### src/sv/sbcu_pkg.sv
// Shared types, codes and tables for the subband coefficient unpacker.
// Depends on nothing; the symbol decoder and the top level import it.
package sbcu_pkg;

    // Configuration register indexes.
    localparam logic [1:0] REG_LEVELS = 2'd0;
    localparam logic [1:0] REG_ROWS   = 2'd1;

    // Parse phases of the stream.
    localparam logic [2:0] PH_EXP  = 3'd0;
    localparam logic [2:0] PH_STEP = 3'd1;
    localparam logic [2:0] PH_CODE = 3'd2;
    localparam logic [2:0] PH_BAND = 3'd3;
    localparam logic [2:0] PH_RAW  = 3'd4;

    // Band format codes with a meaning of their own.
    localparam logic [4:0] FMT_ZERO = 5'd0;
    localparam logic [4:0] FMT_RAW  = 5'd31;

    // Result count of one input byte past which parsing pauses before its next parse action.
    localparam logic [4:0] RES_LIMIT = 5'd21;

    // One decoded symbol: up to three level indexes or one zero run.
    typedef struct packed {
        logic [4:0]  take;
        logic        is_zero;
        logic [1:0]  zrun;
        logic [1:0]  count;
        logic [15:0] k0;
        logic [15:0] k1;
        logic [15:0] k2;
    } t_sym;

    // One result item.
    typedef struct packed {
        logic [31:0] coeff;
        logic [14:0] band;
        logic [11:0] row;
        logic [11:0] run_len;
        logic        raw_mode;
        logic        bad_code;
        logic        block_end;
    } t_res;

    // Bits a format code needs before a symbol can be decoded; zero marks
    // a code that is not a linear or symbol format.
    function automatic logic [4:0] need_bits(input logic [4:0] f);
        logic [4:0] n;
        case (f)
            5'd17: n = 5'd3;
            5'd18: n = 5'd2;
            5'd19: n = 5'd5;
            5'd20: n = 5'd4;
            5'd21: n = 5'd3;
            5'd22: n = 5'd7;
            5'd23: n = 5'd5;
            5'd24: n = 5'd4;
            5'd26: n = 5'd5;
            5'd27: n = 5'd4;
            5'd29: n = 5'd7;
            5'd31: n = 5'd16;
            default: begin
                if (f >= 5'd3 && f <= 5'd16) n = f;
                else n = 5'd0;
            end
        endcase
        return n;
    endfunction

    // Quotient of a small value by a small constant, by compares.
    function automatic logic [3:0] small_div(input logic [6:0] m, input int unsigned d);
        logic [3:0] q;
        q = 4'd0;
        for (int i = 1; i <= 10; i++) begin
            if (int'(m) >= i * int'(d)) q = 4'(i);
        end
        return q;
    endfunction

endpackage

### src/sv/sbcu_symdec.sv
// Symbol decoder: turns the low buffer bits and a band format code into
// the bit count used and the level indexes or zero run. Uses sbcu_pkg.
module sbcu_symdec import sbcu_pkg::*; (
    input  logic [15:0] i_bits,
    input  logic [4:0]  i_fmt,
    output t_sym        o_sym
);

    logic [6:0]  m7;
    logic [3:0]  q_hi;
    logic [3:0]  q_mid;
    logic [6:0]  rem_hi;
    logic [16:0] lin_mask;
    logic [15:0] lin_val;

    assign m7 = i_bits[6:0];

    // Packed triples and pairs: split into digits by constant compares.
    always_comb begin
        q_hi   = 4'd0;
        q_mid  = 4'd0;
        rem_hi = 7'd0;
        case (i_fmt)
            5'd19: begin
                q_hi   = small_div({2'b0, m7[4:0]}, 9);
                rem_hi = 7'({2'b0, m7[4:0]} - 7'(q_hi) * 7'd9);
                q_mid  = small_div(rem_hi, 3);
            end
            5'd22: begin
                q_hi   = small_div(m7, 25);
                rem_hi = 7'(m7 - 7'(q_hi) * 7'd25);
                q_mid  = small_div(rem_hi, 5);
            end
            5'd29: begin
                q_hi   = small_div(m7, 11);
                rem_hi = 7'(m7 - 7'(q_hi) * 7'd11);
            end
            default: begin
                q_hi = 4'd0;
            end
        endcase
    end

    // Linear k-bit value minus half its range.
    assign lin_mask = (17'd1 << i_fmt) - 17'd1;
    assign lin_val  = 16'(({1'b0, i_bits} & lin_mask) - (17'd1 << (i_fmt - 5'd1)));

    always_comb begin
        o_sym         = '0;
        o_sym.count   = 2'd1;
        o_sym.zrun    = 2'd1;
        case (i_fmt)
            5'd17: begin
                if (!i_bits[0]) begin
                    o_sym.take = 5'd1; o_sym.is_zero = 1'b1; o_sym.zrun = 2'd2;
                end else if (!i_bits[1]) begin
                    o_sym.take = 5'd2; o_sym.is_zero = 1'b1;
                end else begin
                    o_sym.take = 5'd3; o_sym.k0 = i_bits[2] ? 16'sd1 : -16'sd1;
                end
            end
            5'd18: begin
                if (!i_bits[0]) begin
                    o_sym.take = 5'd1; o_sym.is_zero = 1'b1;
                end else begin
                    o_sym.take = 5'd2; o_sym.k0 = i_bits[1] ? 16'sd1 : -16'sd1;
                end
            end
            5'd19: begin
                o_sym.take  = 5'd5;
                o_sym.count = 2'd3;
                if (i_bits[4:0] < 5'd27) begin
                    o_sym.k0 = 16'(int'(rem_hi) - 3 * int'(q_mid) - 1);
                    o_sym.k1 = 16'(int'(q_mid) - 1);
                    o_sym.k2 = 16'(int'(q_hi) - 1);
                end else begin
                    o_sym.k0 = -16'sd1; o_sym.k1 = -16'sd1; o_sym.k2 = -16'sd1;
                end
            end
            5'd20: begin
                if (!i_bits[0]) begin
                    o_sym.take = 5'd1; o_sym.is_zero = 1'b1; o_sym.zrun = 2'd2;
                end else if (!i_bits[1]) begin
                    o_sym.take = 5'd2; o_sym.is_zero = 1'b1;
                end else begin
                    o_sym.take = 5'd4;
                    if (i_bits[3]) o_sym.k0 = i_bits[2] ? 16'sd2 : 16'sd1;
                    else o_sym.k0 = i_bits[2] ? -16'sd1 : -16'sd2;
                end
            end
            5'd21: begin
                if (!i_bits[0]) begin
                    o_sym.take = 5'd1; o_sym.is_zero = 1'b1;
                end else begin
                    o_sym.take = 5'd3;
                    if (i_bits[2]) o_sym.k0 = i_bits[1] ? 16'sd2 : 16'sd1;
                    else o_sym.k0 = i_bits[1] ? -16'sd1 : -16'sd2;
                end
            end
            5'd22: begin
                o_sym.take  = 5'd7;
                o_sym.count = 2'd3;
                if (m7 < 7'd125) begin
                    o_sym.k0 = 16'(int'(rem_hi) - 5 * int'(q_mid) - 2);
                    o_sym.k1 = 16'(int'(q_mid) - 2);
                    o_sym.k2 = 16'(int'(q_hi) - 2);
                end else begin
                    o_sym.k0 = -16'sd2; o_sym.k1 = -16'sd2; o_sym.k2 = -16'sd2;
                end
            end
            5'd23: begin
                if (!i_bits[0]) begin
                    o_sym.take = 5'd1; o_sym.is_zero = 1'b1; o_sym.zrun = 2'd2;
                end else if (!i_bits[1]) begin
                    o_sym.take = 5'd2; o_sym.is_zero = 1'b1;
                end else if (!i_bits[2]) begin
                    o_sym.take = 5'd4; o_sym.k0 = i_bits[3] ? 16'sd1 : -16'sd1;
                end else begin
                    o_sym.take = 5'd5;
                    o_sym.k0 = i_bits[4] ? 16'({1'b0, i_bits[4:3]})
                                         : 16'(int'(i_bits[4:3]) - 3);
                end
            end
            5'd24: begin
                if (!i_bits[0]) begin
                    o_sym.take = 5'd1; o_sym.is_zero = 1'b1;
                end else if (!i_bits[1]) begin
                    o_sym.take = 5'd3; o_sym.k0 = i_bits[2] ? 16'sd1 : -16'sd1;
                end else begin
                    o_sym.take = 5'd4;
                    o_sym.k0 = i_bits[3] ? 16'({1'b0, i_bits[3:2]})
                                         : 16'(int'(i_bits[3:2]) - 3);
                end
            end
            5'd26: begin
                if (!i_bits[0]) begin
                    o_sym.take = 5'd1; o_sym.is_zero = 1'b1; o_sym.zrun = 2'd2;
                end else if (!i_bits[1]) begin
                    o_sym.take = 5'd2; o_sym.is_zero = 1'b1;
                end else begin
                    o_sym.take = 5'd5;
                    o_sym.k0 = i_bits[4] ? 16'(int'(i_bits[4:2]) - 3)
                                         : 16'(int'(i_bits[4:2]) - 4);
                end
            end
            5'd27: begin
                if (!i_bits[0]) begin
                    o_sym.take = 5'd1; o_sym.is_zero = 1'b1;
                end else begin
                    o_sym.take = 5'd4;
                    o_sym.k0 = i_bits[3] ? 16'(int'(i_bits[3:1]) - 3)
                                         : 16'(int'(i_bits[3:1]) - 4);
                end
            end
            5'd29: begin
                o_sym.take  = 5'd7;
                o_sym.count = 2'd2;
                if (m7 < 7'd121) begin
                    o_sym.k0 = 16'(int'(rem_hi) - 5);
                    o_sym.k1 = 16'(int'(q_hi) - 5);
                end else begin
                    o_sym.k0 = -16'sd5; o_sym.k1 = -16'sd5;
                end
            end
            default: begin
                // Linear formats, three to sixteen bits per value.
                o_sym.take = i_fmt;
                o_sym.k0   = lin_val;
            end
        endcase
    end

endmodule

### src/sv/subband_coefficient_unpacker_top.sv
// Channel   | Direction | Handshake                      | Payload
// input     | in        | i_valid / o_stall              | i_byte_in
// result    | out       | o_valid / i_stall              | o_coeff .. o_block_end
// config    | in        | i_cfg_valid / o_cfg_ready      | i_cfg_index, i_cfg_data
//
// Each byte enters while the block is idle; the sequencer then works through its parse actions (header
// field, band code, symbol, raw value) and through each value or zero run of a decoded symbol, and
// closes the byte by going idle again; o_stall stays high until then.
// The sequencer uses a single shared multiplier.
// A result stalled at the output holds the sequencer once a second result waits.
// Reset is synchronous and active low; it clears the parse state and control registers, not r_q, r_p, r_o.
// Depends on sbcu_pkg and sbcu_symdec.
module subband_coefficient_unpacker_top import sbcu_pkg::*; (
    input  logic               i_clk,
    input  logic               i_rst_n,
    input  logic               i_valid,
    output logic               o_stall,
    input  logic [7:0]         i_byte_in,
    output logic               o_valid,
    input  logic               i_stall,
    output logic signed [31:0] o_coeff,
    output logic [14:0]        o_band,
    output logic [11:0]        o_row,
    output logic [11:0]        o_run_len,
    output logic               o_raw_mode,
    output logic               o_bad_code,
    output logic               o_block_end,
    input  logic               i_cfg_valid,
    output logic               o_cfg_ready,
    input  logic [1:0]         i_cfg_index,
    input  logic [11:0]        i_cfg_data
);

    localparam logic [1:0] S_IDLE  = 2'd0;
    localparam logic [1:0] S_LOOP  = 2'd1;
    localparam logic [1:0] S_LEVEL = 2'd2;

    logic [1:0]  r_state, n_state;
    logic [31:0] r_buf, n_buf;
    logic [5:0]  r_cnt, n_cnt;
    logic [2:0]  r_phase, n_phase;
    logic [15:0] r_step, n_step;
    logic [14:0] r_band, n_band;
    logic [11:0] r_row, n_row;
    logic [4:0]  r_fmt, n_fmt;
    logic [26:0] r_rawrem, n_rawrem;
    logic [4:0]  r_rescnt, n_rescnt;
    logic [3:0]  r_levels;
    logic [11:0] r_rows;
    t_sym        r_q, n_q;
    logic [1:0]  r_qi, n_qi;
    t_res        r_p, n_p;
    logic        r_p_valid, n_p_valid;
    t_res        r_o;
    logic        r_o_valid;

    t_sym        sym;
    logic        go, out_free, push, prod, endblk, finish;
    t_res        res;
    logic [4:0]  take_n;
    logic        do_take;
    logic [15:0] mul_k;
    logic [31:0] mul_full;
    logic [14:0] band_last;
    logic [26:0] raw_total;
    logic [26:0] raw_idx;
    logic [11:0] rows_left;
    logic [11:0] zrun_n;
    logic [4:0]  need;

    sbcu_symdec u_symdec (
        .i_bits (r_buf[15:0]),
        .i_fmt  (r_fmt),
        .o_sym  (sym)
    );

    assign out_free  = !r_o_valid || !i_stall;
    assign go        = (r_state != S_IDLE) && (!r_p_valid || out_free);
    assign band_last = 15'((16'd1 << r_levels) - 16'd1);
    assign raw_total = 27'({15'd0, r_rows} << r_levels);
    assign raw_idx   = raw_total - r_rawrem;
    assign rows_left = r_rows - r_row;
    assign need      = need_bits(r_fmt);

    // Shared multiplier: level index times step, low half kept.
    always_comb begin
        case (r_qi)
            2'd1:    mul_k = r_q.k1;
            2'd2:    mul_k = r_q.k2;
            default: mul_k = r_q.k0;
        endcase
    end
    assign mul_full = mul_k * r_step;

    assign zrun_n = ({10'd0, r_q.zrun} > rows_left) ? rows_left : {10'd0, r_q.zrun};

    // Sequencer: one parse action per cycle while a waiting result does not hold it.
    always_comb begin
        n_state  = r_state;
        n_buf    = r_buf;
        n_cnt    = r_cnt;
        n_phase  = r_phase;
        n_step   = r_step;
        n_band   = r_band;
        n_row    = r_row;
        n_fmt    = r_fmt;
        n_rawrem = r_rawrem;
        n_rescnt = r_rescnt;
        n_q      = r_q;
        n_qi     = r_qi;
        prod     = 1'b0;
        endblk   = 1'b0;
        finish   = 1'b0;
        do_take  = 1'b0;
        take_n   = 5'd0;
        res      = '0;
        res.run_len = 12'd1;

        if (r_state == S_IDLE) begin
            if (i_valid) begin
                n_buf    = r_buf | ({24'd0, i_byte_in} << r_cnt[4:0]);
                n_cnt    = r_cnt + 6'd8;
                n_rescnt = 5'd0;
                n_state  = S_LOOP;
            end
        end else if (go && r_state == S_LEVEL) begin
            // Emit one value of the decoded symbol.
            if (r_row < r_rows) begin
                prod     = 1'b1;
                res.band = r_band;
                res.row  = r_row;
                if (r_q.is_zero) begin
                    res.run_len = zrun_n;
                    n_row       = r_row + zrun_n;
                end else begin
                    res.coeff = {{16{mul_full[15]}}, mul_full[15:0]};
                    n_row     = r_row + 12'd1;
                end
            end
            if (r_qi == r_q.count - 2'd1) begin
                n_state = S_LOOP;
                if (n_row >= r_rows) begin
                    if (r_band >= band_last) begin
                        endblk  = 1'b1;
                        n_phase = PH_EXP;
                    end else begin
                        n_band  = r_band + 15'd1;
                        n_phase = PH_CODE;
                    end
                end
            end else begin
                n_qi = r_qi + 2'd1;
            end
        end else if (go) begin
            if (r_rescnt > RES_LIMIT) begin
                finish = 1'b1;
            end else begin
                case (r_phase)
                    PH_EXP: begin
                        if (r_cnt < 6'd4) finish = 1'b1;
                        else begin
                            do_take = 1'b1; take_n = 5'd4; n_phase = PH_STEP;
                        end
                    end
                    PH_STEP: begin
                        if (r_cnt < 6'd16) finish = 1'b1;
                        else begin
                            n_step  = r_buf[15:0];
                            do_take = 1'b1; take_n = 5'd16;
                            n_band  = 15'd0;
                            n_phase = PH_CODE;
                        end
                    end
                    PH_CODE: begin
                        if (r_cnt < 6'd5) finish = 1'b1;
                        else begin
                            do_take = 1'b1; take_n = 5'd5;
                            n_fmt   = r_buf[4:0];
                            n_row   = 12'd0;
                            res.band = r_band;
                            if (r_buf[4:0] == FMT_ZERO) begin
                                if (r_rows != 12'd0) begin
                                    prod        = 1'b1;
                                    res.run_len = r_rows;
                                end
                                if (r_band >= band_last) begin
                                    endblk  = 1'b1;
                                    n_phase = PH_EXP;
                                end else begin
                                    n_band  = r_band + 15'd1;
                                    n_phase = PH_CODE;
                                end
                            end else if (r_buf[4:0] == FMT_RAW) begin
                                n_rawrem = raw_total;
                                n_phase  = PH_RAW;
                            end else if (need_bits(r_buf[4:0]) == 5'd0) begin
                                prod         = 1'b1;
                                res.bad_code = 1'b1;
                                endblk       = 1'b1;
                                n_phase      = PH_EXP;
                            end else begin
                                n_phase = PH_BAND;
                            end
                        end
                    end
                    PH_BAND: begin
                        if (r_row >= r_rows) begin
                            if (r_band >= band_last) begin
                                endblk  = 1'b1;
                                n_phase = PH_EXP;
                            end else begin
                                n_band  = r_band + 15'd1;
                                n_phase = PH_CODE;
                            end
                        end else if (r_cnt < {1'b0, need}) begin
                            finish = 1'b1;
                        end else begin
                            do_take = 1'b1; take_n = sym.take;
                            n_q     = sym;
                            n_qi    = 2'd0;
                            n_state = S_LEVEL;
                        end
                    end
                    PH_RAW: begin
                        if (r_rawrem == 27'd0) begin
                            endblk  = 1'b1;
                            n_phase = PH_EXP;
                        end else if (r_cnt < 6'd16) begin
                            finish = 1'b1;
                        end else begin
                            prod         = 1'b1;
                            res.coeff    = {{16{r_buf[15]}}, r_buf[15:0]} << r_levels;
                            res.band     = raw_idx[14:0];
                            res.row      = raw_idx[26:15];
                            res.raw_mode = 1'b1;
                            do_take      = 1'b1; take_n = 5'd16;
                            n_rawrem     = r_rawrem - 27'd1;
                            if (r_rawrem == 27'd1) begin
                                endblk  = 1'b1;
                                n_phase = PH_EXP;
                            end
                        end
                    end
                    default: begin
                        n_phase = PH_EXP;
                    end
                endcase
            end
            if (finish) n_state = S_IDLE;
        end

        if (do_take) begin
            n_buf = r_buf >> take_n;
            n_cnt = r_cnt - {1'b0, take_n};
        end
        if (prod) n_rescnt = r_rescnt + 5'd1;
    end

    // Pending result: held back until it is known whether it closes a block.
    assign push = r_p_valid && (prod || finish);

    always_comb begin
        n_p       = r_p;
        n_p_valid = r_p_valid;
        if (prod) begin
            n_p           = res;
            n_p.block_end = endblk;
            n_p_valid     = 1'b1;
        end else if (finish) begin
            n_p_valid = 1'b0;
        end else if (endblk) begin
            n_p.block_end = 1'b1;
        end
    end

    always_ff @(posedge i_clk) begin
        if (!i_rst_n) begin
            r_state   <= S_IDLE;
            r_buf     <= '0;
            r_cnt     <= '0;
            r_phase   <= PH_EXP;
            r_step    <= '0;
            r_band    <= '0;
            r_row     <= '0;
            r_fmt     <= '0;
            r_rawrem  <= '0;
            r_rescnt  <= '0;
            r_qi      <= '0;
            r_p_valid <= 1'b0;
            r_o_valid <= 1'b0;
            r_levels  <= '0;
            r_rows    <= '0;
        end else begin
            r_state   <= n_state;
            r_buf     <= n_buf;
            r_cnt     <= n_cnt;
            r_phase   <= n_phase;
            r_step    <= n_step;
            r_band    <= n_band;
            r_row     <= n_row;
            r_fmt     <= n_fmt;
            r_rawrem  <= n_rawrem;
            r_rescnt  <= n_rescnt;
            r_qi      <= n_qi;
            r_p_valid <= n_p_valid;
            if (push) r_o_valid <= 1'b1;
            else if (!i_stall) r_o_valid <= 1'b0;
            // Configuration transfer.
            if (i_cfg_valid) begin
                if (i_cfg_index == REG_LEVELS) r_levels <= i_cfg_data[3:0];
                else if (i_cfg_index == REG_ROWS) r_rows <= i_cfg_data;
            end
        end
    end

    // Payload registers.
    always_ff @(posedge i_clk) begin
        r_q <= n_q;
        r_p <= n_p;
        if (push) r_o <= r_p;
    end

    assign o_stall     = (r_state != S_IDLE);
    assign o_valid     = r_o_valid;
    assign o_coeff     = r_o.coeff;
    assign o_band      = r_o.band;
    assign o_row       = r_o.row;
    assign o_run_len   = r_o.run_len;
    assign o_raw_mode  = r_o.raw_mode;
    assign o_bad_code  = r_o.bad_code;
    assign o_block_end = r_o.block_end;
    assign o_cfg_ready = 1'b1;

    // No result may be left pending once the block waits for a byte.
    a_idle_flushed: assert property (@(posedge i_clk) disable iff (!i_rst_n)
        (r_state == S_IDLE) |-> !r_p_valid)
        else $error("pending result left behind at idle");

    // The bit buffer never holds more than 32 bits.
    a_cnt_bound: assert property (@(posedge i_clk) disable iff (!i_rst_n)
        r_cnt <= 6'd32)
        else $error("bit count overflow");

    // A byte never yields more than 24 results, the limit plus one decoded symbol.
    a_res_bound: assert property (@(posedge i_clk) disable iff (!i_rst_n)
        r_rescnt <= 5'd24)
        else $error("too many results for one byte");

    // A pending result moves out only into a free output register.
    a_push_free: assert property (@(posedge i_clk) disable iff (!i_rst_n)
        push |-> out_free)
        else $error("result overwritten at the output");

endmodule
### config.mk
export PLATFORM = sky130hd
export DESIGN_NAME = subband_coefficient_unpacker_top
export DESIGN_NICKNAME = d
export VERILOG_FILES = /design/src/sv/sbcu_pkg.sv /design/src/sv/sbcu_symdec.sv /design/src/sv/subband_coefficient_unpacker_top.sv
export SDC_FILE = /design/constraint.sdc
export NUM_CORES = 1
export LEC_CHECK = 0
export BUFFER_PORTS_ARGS = -buffer_cell sky130_fd_sc_hd__buf_2
export CAP_MARGIN = 20
export CORE_MARGIN = 5
export CORE_UTILIZATION = 65
export CTS_CLUSTER_DIAMETER = 150
export DETAILED_ROUTE_END_ITERATION = 6
export MAX_ROUTING_LAYER = met4
export PLACE_DENSITY = 0.83
export SYNTH_ARGS = -nofsm -noshare
export SYNTH_HDL_FRONTEND = slang
export SYNTH_SLANG_ARGS = --single-unit
### constraint.sdc
create_clock -name i_clk -period 10.8 [get_ports i_clk]
set_input_delay 1.62 -clock i_clk [delete_from_list [all_inputs] [get_ports i_clk]]
set_output_delay 1.62 -clock i_clk [all_outputs]
set_load 0.01 [all_outputs]
==> impl_metrics.csv, run 1 <==
group,metric,value,unit
placement,portBuffers,102,
worst_setup_path,crit_slowest_cell,"dfxtp_1",
worst_setup_path,cp_max_fo,25,
synth,ys.flop_type,"edfxtp_1",
route,routed_via_density,6.59,
floorplan,top_level_ports,104,
synth,synth_commonest_cells,"nand2_1, nor2_1, inv_1, a21oi_1, ha_1",
synth,synth_top_area_cell,"edfxtp_1",
clocking,htreeDepth,2,
synth,synth_edf_count,177,
synth,synth_cell_type_count,99,
run,drv_cap,0,
worst_setup_path,r2r-start,"r_buf[4]",
clocking,cts_tree,"done",
placement,dp.final_hpwl,67000,µm
synth,synth_area_leaders,"edfxtp_1, ha_1, dfxtp_1",
synth,syn_avg_cell_area,8.11,µm²
min_path,min_path_type,"reg2reg",
worst_setup_path,slowest_delay,900,ps
floorplan,die_width,225,µm
cells_and_area,area_delta_synth_final,6.79,%
clocking,clock_sinks,320,
clocking,cts_buffers,36,
min_path,min_path_cells,0,
clocking,path_clk_slew,70,ps
synth,ys_ff_latch,320,
placement,finalWeightedCongestion,1.01,
outcome,status,"finished clean",
clocking,hold_buffers,0,
sta,max_freq,0.108,GHz
worst_setup_path,cp.required,11090,ps
worst_setup_path,r2r_slack,1510,ps
synth,async_reset_ff_frac,0,
cells_and_area,seqCellArea,0.00818,mm²
clocking,insertion_delay,570,ps
clocking,post_cts_buffers,0,
sta,holdWs,413,ps
power_and_ir_drop,p_leak,12.9,nW
sta,period_needed,9290,ps
global_routing,track_usage,0.361,
floorplan,num_rows,78,
route,antenna_left,0,
min_path,hold_path_startpoint,"r_p[58]",
global_routing,grt_pass1_vias,26733,
floorplan,die_h,225,µm
sta,fin_setup_tns,0,ps
sta,max_slew_margin,0.239,
worst_setup_path,reg2reg_depth,33,
sta,final.period_utilization,0.861,
sta,finClkSkew,38.8,ps
synth,synth_top_area_share,0.176,
global_routing,antenna_found_initial,2,
power_and_ir_drop,power.density,188,mW/mm²
global_routing,grt_max_degree,79,
synth,netlist_area,0.0301,mm²
sta,report.final.slew_viol_count,0,
worst_setup_path,end_kind,"register",
sta,worstMarginPinSlew,1140,ps
synth,yosys_warnings,0,
sta,rsz0062_at_grt,"no",
route,drt_first_pass_iters,7,
worst_setup_path,crit_type,"reg2reg",
synth,syn_inst,3714,
route,vias,28550,
worst_setup_path,path_common_cell,"ha_1",
cells_and_area,drive_above_1_share,0.0740,
clocking,clockBufferDepth,3,
global_routing,grt_pass1_wl,145000,µm
sta,hold_viol_final,0,
cells_and_area,nFillCells,3649,
route,finalWirelength,91500,µm
route,wl_per_cell,21.1,µm
floorplan,coreArea,0.0456,mm²
clocking,cts_root_buf,"clkbuf_16",
clocking,post_cts_resize_count,0,
floorplan,dieArea,0.0507,mm²
worst_setup_path,r2r-end,"r_q[39]",
sta,setup_violations,0,
global_routing,grt-ovfl-total,0,
cells_and_area,final_nets,4081,
cells_and_area,multiInputGateArea,0.0200,mm²
power_and_ir_drop,ir_worst_vdd,0.643,mV
min_path,holdPathEnd,"o_coeff[16]",
synth,synthMostInstantiatedCell,"nand2_1",
synth,ys_seq_area_frac,0.272,
route,drt_iter0_drc,4433,
worst_setup_path,worst_ep_arrival_time,9580,ps
worst_setup_path,worstSetupStartpointType,"register",
floorplan,start_util,0.661,
route,drc,0,
[power by group]
| group | total, W | internal [W] | leakage [nW] | switching [W] |
|---|---|---|---|---|
| Combinational | 0.00325 | 0.00123 | 9.77 | 0.00202 |
| Clock | 0.00128 | 0.000735 | 0.578 | 0.000545 |
| Sequential | 0.00151 | 0.00133 | 2.55 | 0.000174 |
| Total | 0.00604 | 0.00330 | 12.9 | 0.00274 |
[kinds of logic (layout without fill, tap and decap cells)]
family	count (synthesis)	count (layout)	synth area share
muxes	119	119	0.0415
xor gates and xnor gates	149	149	0.0438
DFF	320	320	0.272
adders and majority gates	352	352	0.171
and+or+nand+nor	1192	1192	0.183
other	2	12	0.000249
AOI/OAI and AO/OA	1054	1054	0.222
buffers and inverters	526	533	0.0679
[critical path: cells and delay by family, from the launching register on]
kind / cells / cell delay (ps)
flops: 1 / 900
fa+ha+maj: 10 / 3290
buf+inv: 6 / 1210
compound gates: 13 / 2810
xor+xnor: 1 / 390
simple gates: 3 / 400
[stage by stage]
step / utilization / worst slack, ps / cells / total power, W / area, µm²
after global placement: 0.679 / 1880 / 4264 / 0.00460 / 31000
final: 0.706 / 1510 / 4331 / 0.00604 / 32200
after CTS: 0.706 / 1630 / 4329 / 0.00594 / 32200
after global routing: 0.706 / 822 / 4330 / 0.00642 / 32200
after floorplan: - / 2020 / 3722 / 0.00389 / 30100
after detailed placement: 0.679 / 1660 / 4264 / 0.00466 / 31000
[placed cells by master (no fill, tap or decap), types with 31 or more instances in the layout]
cell / Yosys / layout
nand2b_1: 38 / 38
xnor2_1: 97 / 97
ha_1: 254 / 254
inv_1: 310 / 308
nand3_1: 79 / 79
o21a_1: 31 / 31
nor2b_1: 42 / 42
a31oi_1: 57 / 56
fa_1: 98 / 98
clkbuf_16: 0 / 36
o22ai_1: 72 / 72
and2_1: 64 / 64
dfxtp_1: 143 / 140
mux2i_1: 100 / 100
o21ai_0: 244 / 243
xor2_1: 51 / 51
nor3_1: 66 / 65
a21oi_1: 298 / 298
nor2_1: 333 / 333
a211oi_1: 33 / 33
nand2_1: 414 / 414
edfxtp_1: 177 / 177
buf_4: 5 / 47
buf_2: 26 / 102
a21o_1: 59 / 59
[layer usage]
metal / part of all wire / GRT usage / vias up / wire, µm
met5: 0 / - / - / 0
met4: 0.045 / 0.139 / 0 / 4100
met3: 0.11 / 0.0608 / 329 / 10000
met2: 0.45 / 0.553 / 1829 / 41100
met1: 0.40 / 0.483 / 13235 / 36300
li1: - / - / 13157 / -
[sequential cells by signal, indices dropped and copies added (netlist names), 3 cells and up]
name and count:
r_rescnt 5, o_run_len 12, r_step 16, r_rows 12
r_row 12, r_q 31, o_row 12, r_levels 4
r_phase 3, r_p 73, r_rawrem 27, r_fmt 5
r_cnt 6, r_band 15, o_coeff 31, o_band 15
r_buf 32
[layout make-up]
type,count,area share
Antenna cell,2,0.000156
Clock buffer,48,0.0300
Clock inverter,17,0.00704
Inverter,319,0.0373
Multi-Input combinational cell,2876,0.621
Sequential cell,320,0.254
Tap cell,600,0.0233
Timing Repair Buffer,149,0.0268
[worst max-delay path by stage]
stage,end,startpoint,slack [ps],cells after the start
final,r_q[39],r_buf[4],1510,33
after floorplan,o_bad_code,r_buf[2],2020,12
after CTS,r_q[39],r_buf[4],1630,33
after detailed placement,r_q[39],r_buf[4],1660,33
after global placement,r_q[39],r_buf[4],1880,33
after global routing,r_q[39],r_buf[4],820,33
No activity file was read; power rests on OpenSTA's default activity.
==> inputs of run 2 (changes only) <==
Settings changed: CORE_MARGIN 5 to unset, CORE_UTILIZATION 65 to 60, PLACE_DENSITY 0.83 to 0.77.
==> impl_metrics.csv, run 2 (synthesis results as in run 1) <==
group,metric,value,unit
route,drt_first_pass_iters,7,
min_path,min_path_type,"reg2reg",
worst_setup_path,cp.required,11220,ps
cells_and_area,utilization,0.659,
cells_and_area,reg.largest.list,"r_p x73, r_buf x32",
worst_setup_path,worst_ep_arrival_time,9320,ps
clocking,post_cts_buffers,0,
global_routing,track_usage,0.362,
floorplan,coreArea,0.0493,mm²
clocking,clock_sinks,320,
outcome,status,"finished clean",
worst_setup_path,cp_max_fo,17,
sta,rsz0062_at_grt,"no",
global_routing,grt-ovfl-total,0,
placement,dp.final_hpwl,66700,µm
power_and_ir_drop,p_leak,13.0,nW
placement,place_inst,4338,
cells_and_area,nFillCells,4206,
cells_and_area,area_delta_synth_final,7.79,%
sta,setup_ws,1910,ps
route,antenna_left,0,
floorplan,start_util,0.611,
cells_and_area,mostFrequentLayoutCells,"nand2_1, nor2_1, inv_1",
worst_setup_path,path_common_cell,"ha_1",
global_routing,grt_pass1_wl,142000,µm
placement,pre_cts_ws,2050,ps
route,drt_iter0_drc,3759,
cells_and_area,largest_reg_flops,73,
cells_and_area,final_cell_count_no_fill,4412,
power_and_ir_drop,ir_worst_vdd,0.496,mV
cells_and_area,drive_above_1_share,0.0790,
worst_setup_path,crit_slowest_cell,"inv_1",
route,finalWirelength,90800,µm
worst_setup_path,end_kind,"register",
global_routing,antenna_found_initial,4,
clocking,post_cts_resize_count,0,
floorplan,num_rows,81,
route,routed_via_density,6.45,
route,drc,0,
sta,max_freq,0.112,GHz
sta,hold_viol_final,0,
sta,report.final.slew_viol_count,0,
cells_and_area,final_nets,4094,
worst_setup_path,worstSetupStartpointType,"register",
sta,max_slew_margin,0.312,
clocking,cts_root_buf,"clkbuf_16",
worst_setup_path,reg2reg_depth,33,
worst_setup_path,worstSetupPathDepth,33,
cells_and_area,final_common_cell,"nand2_1",
clocking,clockBufferDepth,3,
global_routing,grt_pass1_vias,26135,
placement,portBuffers,102,
sta,final.period_utilization,0.823,
placement,finalWeightedCongestion,1.03,
floorplan,die_h,226,µm
global_routing,grt_max_degree,75,
clocking,htreeDepth,2,
floorplan,die_width,226,µm
worst_setup_path,crit_type,"reg2reg",
floorplan,dieArea,0.0511,mm²
sta,setup_violations,0,
clocking,cts_buffers,38,
sta,worstMarginPinSlew,1030,ps
power_and_ir_drop,power.density,191,mW/mm²
clocking,hold_buffers,0,
clocking,insertion_delay,590,ps
route,vias,28460,
sta,fin_setup_tns,0,ps
worst_setup_path,cp_num_buf_inv,6,
floorplan,top_level_ports,104,
clocking,path_clk_slew,70,ps
worst_setup_path,crit_family,"compound AO/OA/AOI/OAI gates",
min_path,min_path_cells,0,
worst_setup_path,slowest_delay,570,ps
clocking,cts_tree,"done",
sta,finClkSkew,42.0,ps
cells_and_area,largest-register,"r_p",
run,drv_cap,0,
sta,period_needed,8890,ps
route,wl_per_cell,20.6,µm
==> run 2: per-stage QoR <==
| stage | cell area (µm²) | power [W] | hold WS (ps) |
|---|---|---|---|
| global placement | 31100 | 0.00468 | 401 |
| global route | 32500 | 0.00656 | 402 |
| floorplan | 30100 | 0.00389 | 400 |
| detailed placement | 31100 | 0.00473 | 405 |
| CTS | 32400 | 0.00611 | 387 |
| finish | 32500 | 0.00620 | 388 |
==> run 2: worst register-to-register path: cells and delay by family (launching register included) <==
family                   cells  cell delay [ps]
AND/OR/NAND/NOR              3              510
adder cells (fa/ha/maj)      9             2780
AO/OA/AOI/OAI               14             3590
flip-flops                   1              510
buffers and inverters        6              970
XOR/XNOR                     1              390
==> run 2: power by group <==
group / total, W / switching (W) / internal [W]
Clock: 0.00138 / 0.000566 / 0.000815
Sequential: 0.00150 / 0.000165 / 0.00133
Combinational: 0.00332 / 0.00208 / 0.00124
==> run 2: layout make-up <==
| class | count | area (µm²) | area share |
|---|---|---|---|
| multi-input cells | 2876 | 20000 | 0.615 |
| flip-flops and latches | 320 | 8180 | 0.252 |
| inverters | 319 | 1200 | 0.0370 |
| clock buffers | 43 | 991 | 0.0305 |
| repair buffers | 160 | 946 | 0.0291 |
| well taps | 664 | 831 | 0.0256 |
| clock inverters | 27 | 343 | 0.0106 |
| diodes | 3 | 7.51 | 0.000231 |
==> run 2: routing by layer <==
layer	part of all wire	routed length (µm)	global-route usage	up-vias
met5	0	0	-	-
met4	0.044	4000	0.146	0
met3	0.10	9180	0.0679	308
met2	0.45	40400	0.555	1538
met1	0.41	37200	0.471	13408
li1	-	-	-	13206
==> run 2: path summary, 6_finish.rpt <==
check / endpoint / slack (ps) / from
max reg2reg: r_q[41] / 1910 / r_buf[3]
max: r_q[41] / 1910 / r_buf[3]
min: o_run_len[2] / 390 / r_p[5]
min reg2reg: o_run_len[2] / 390 / r_p[5]
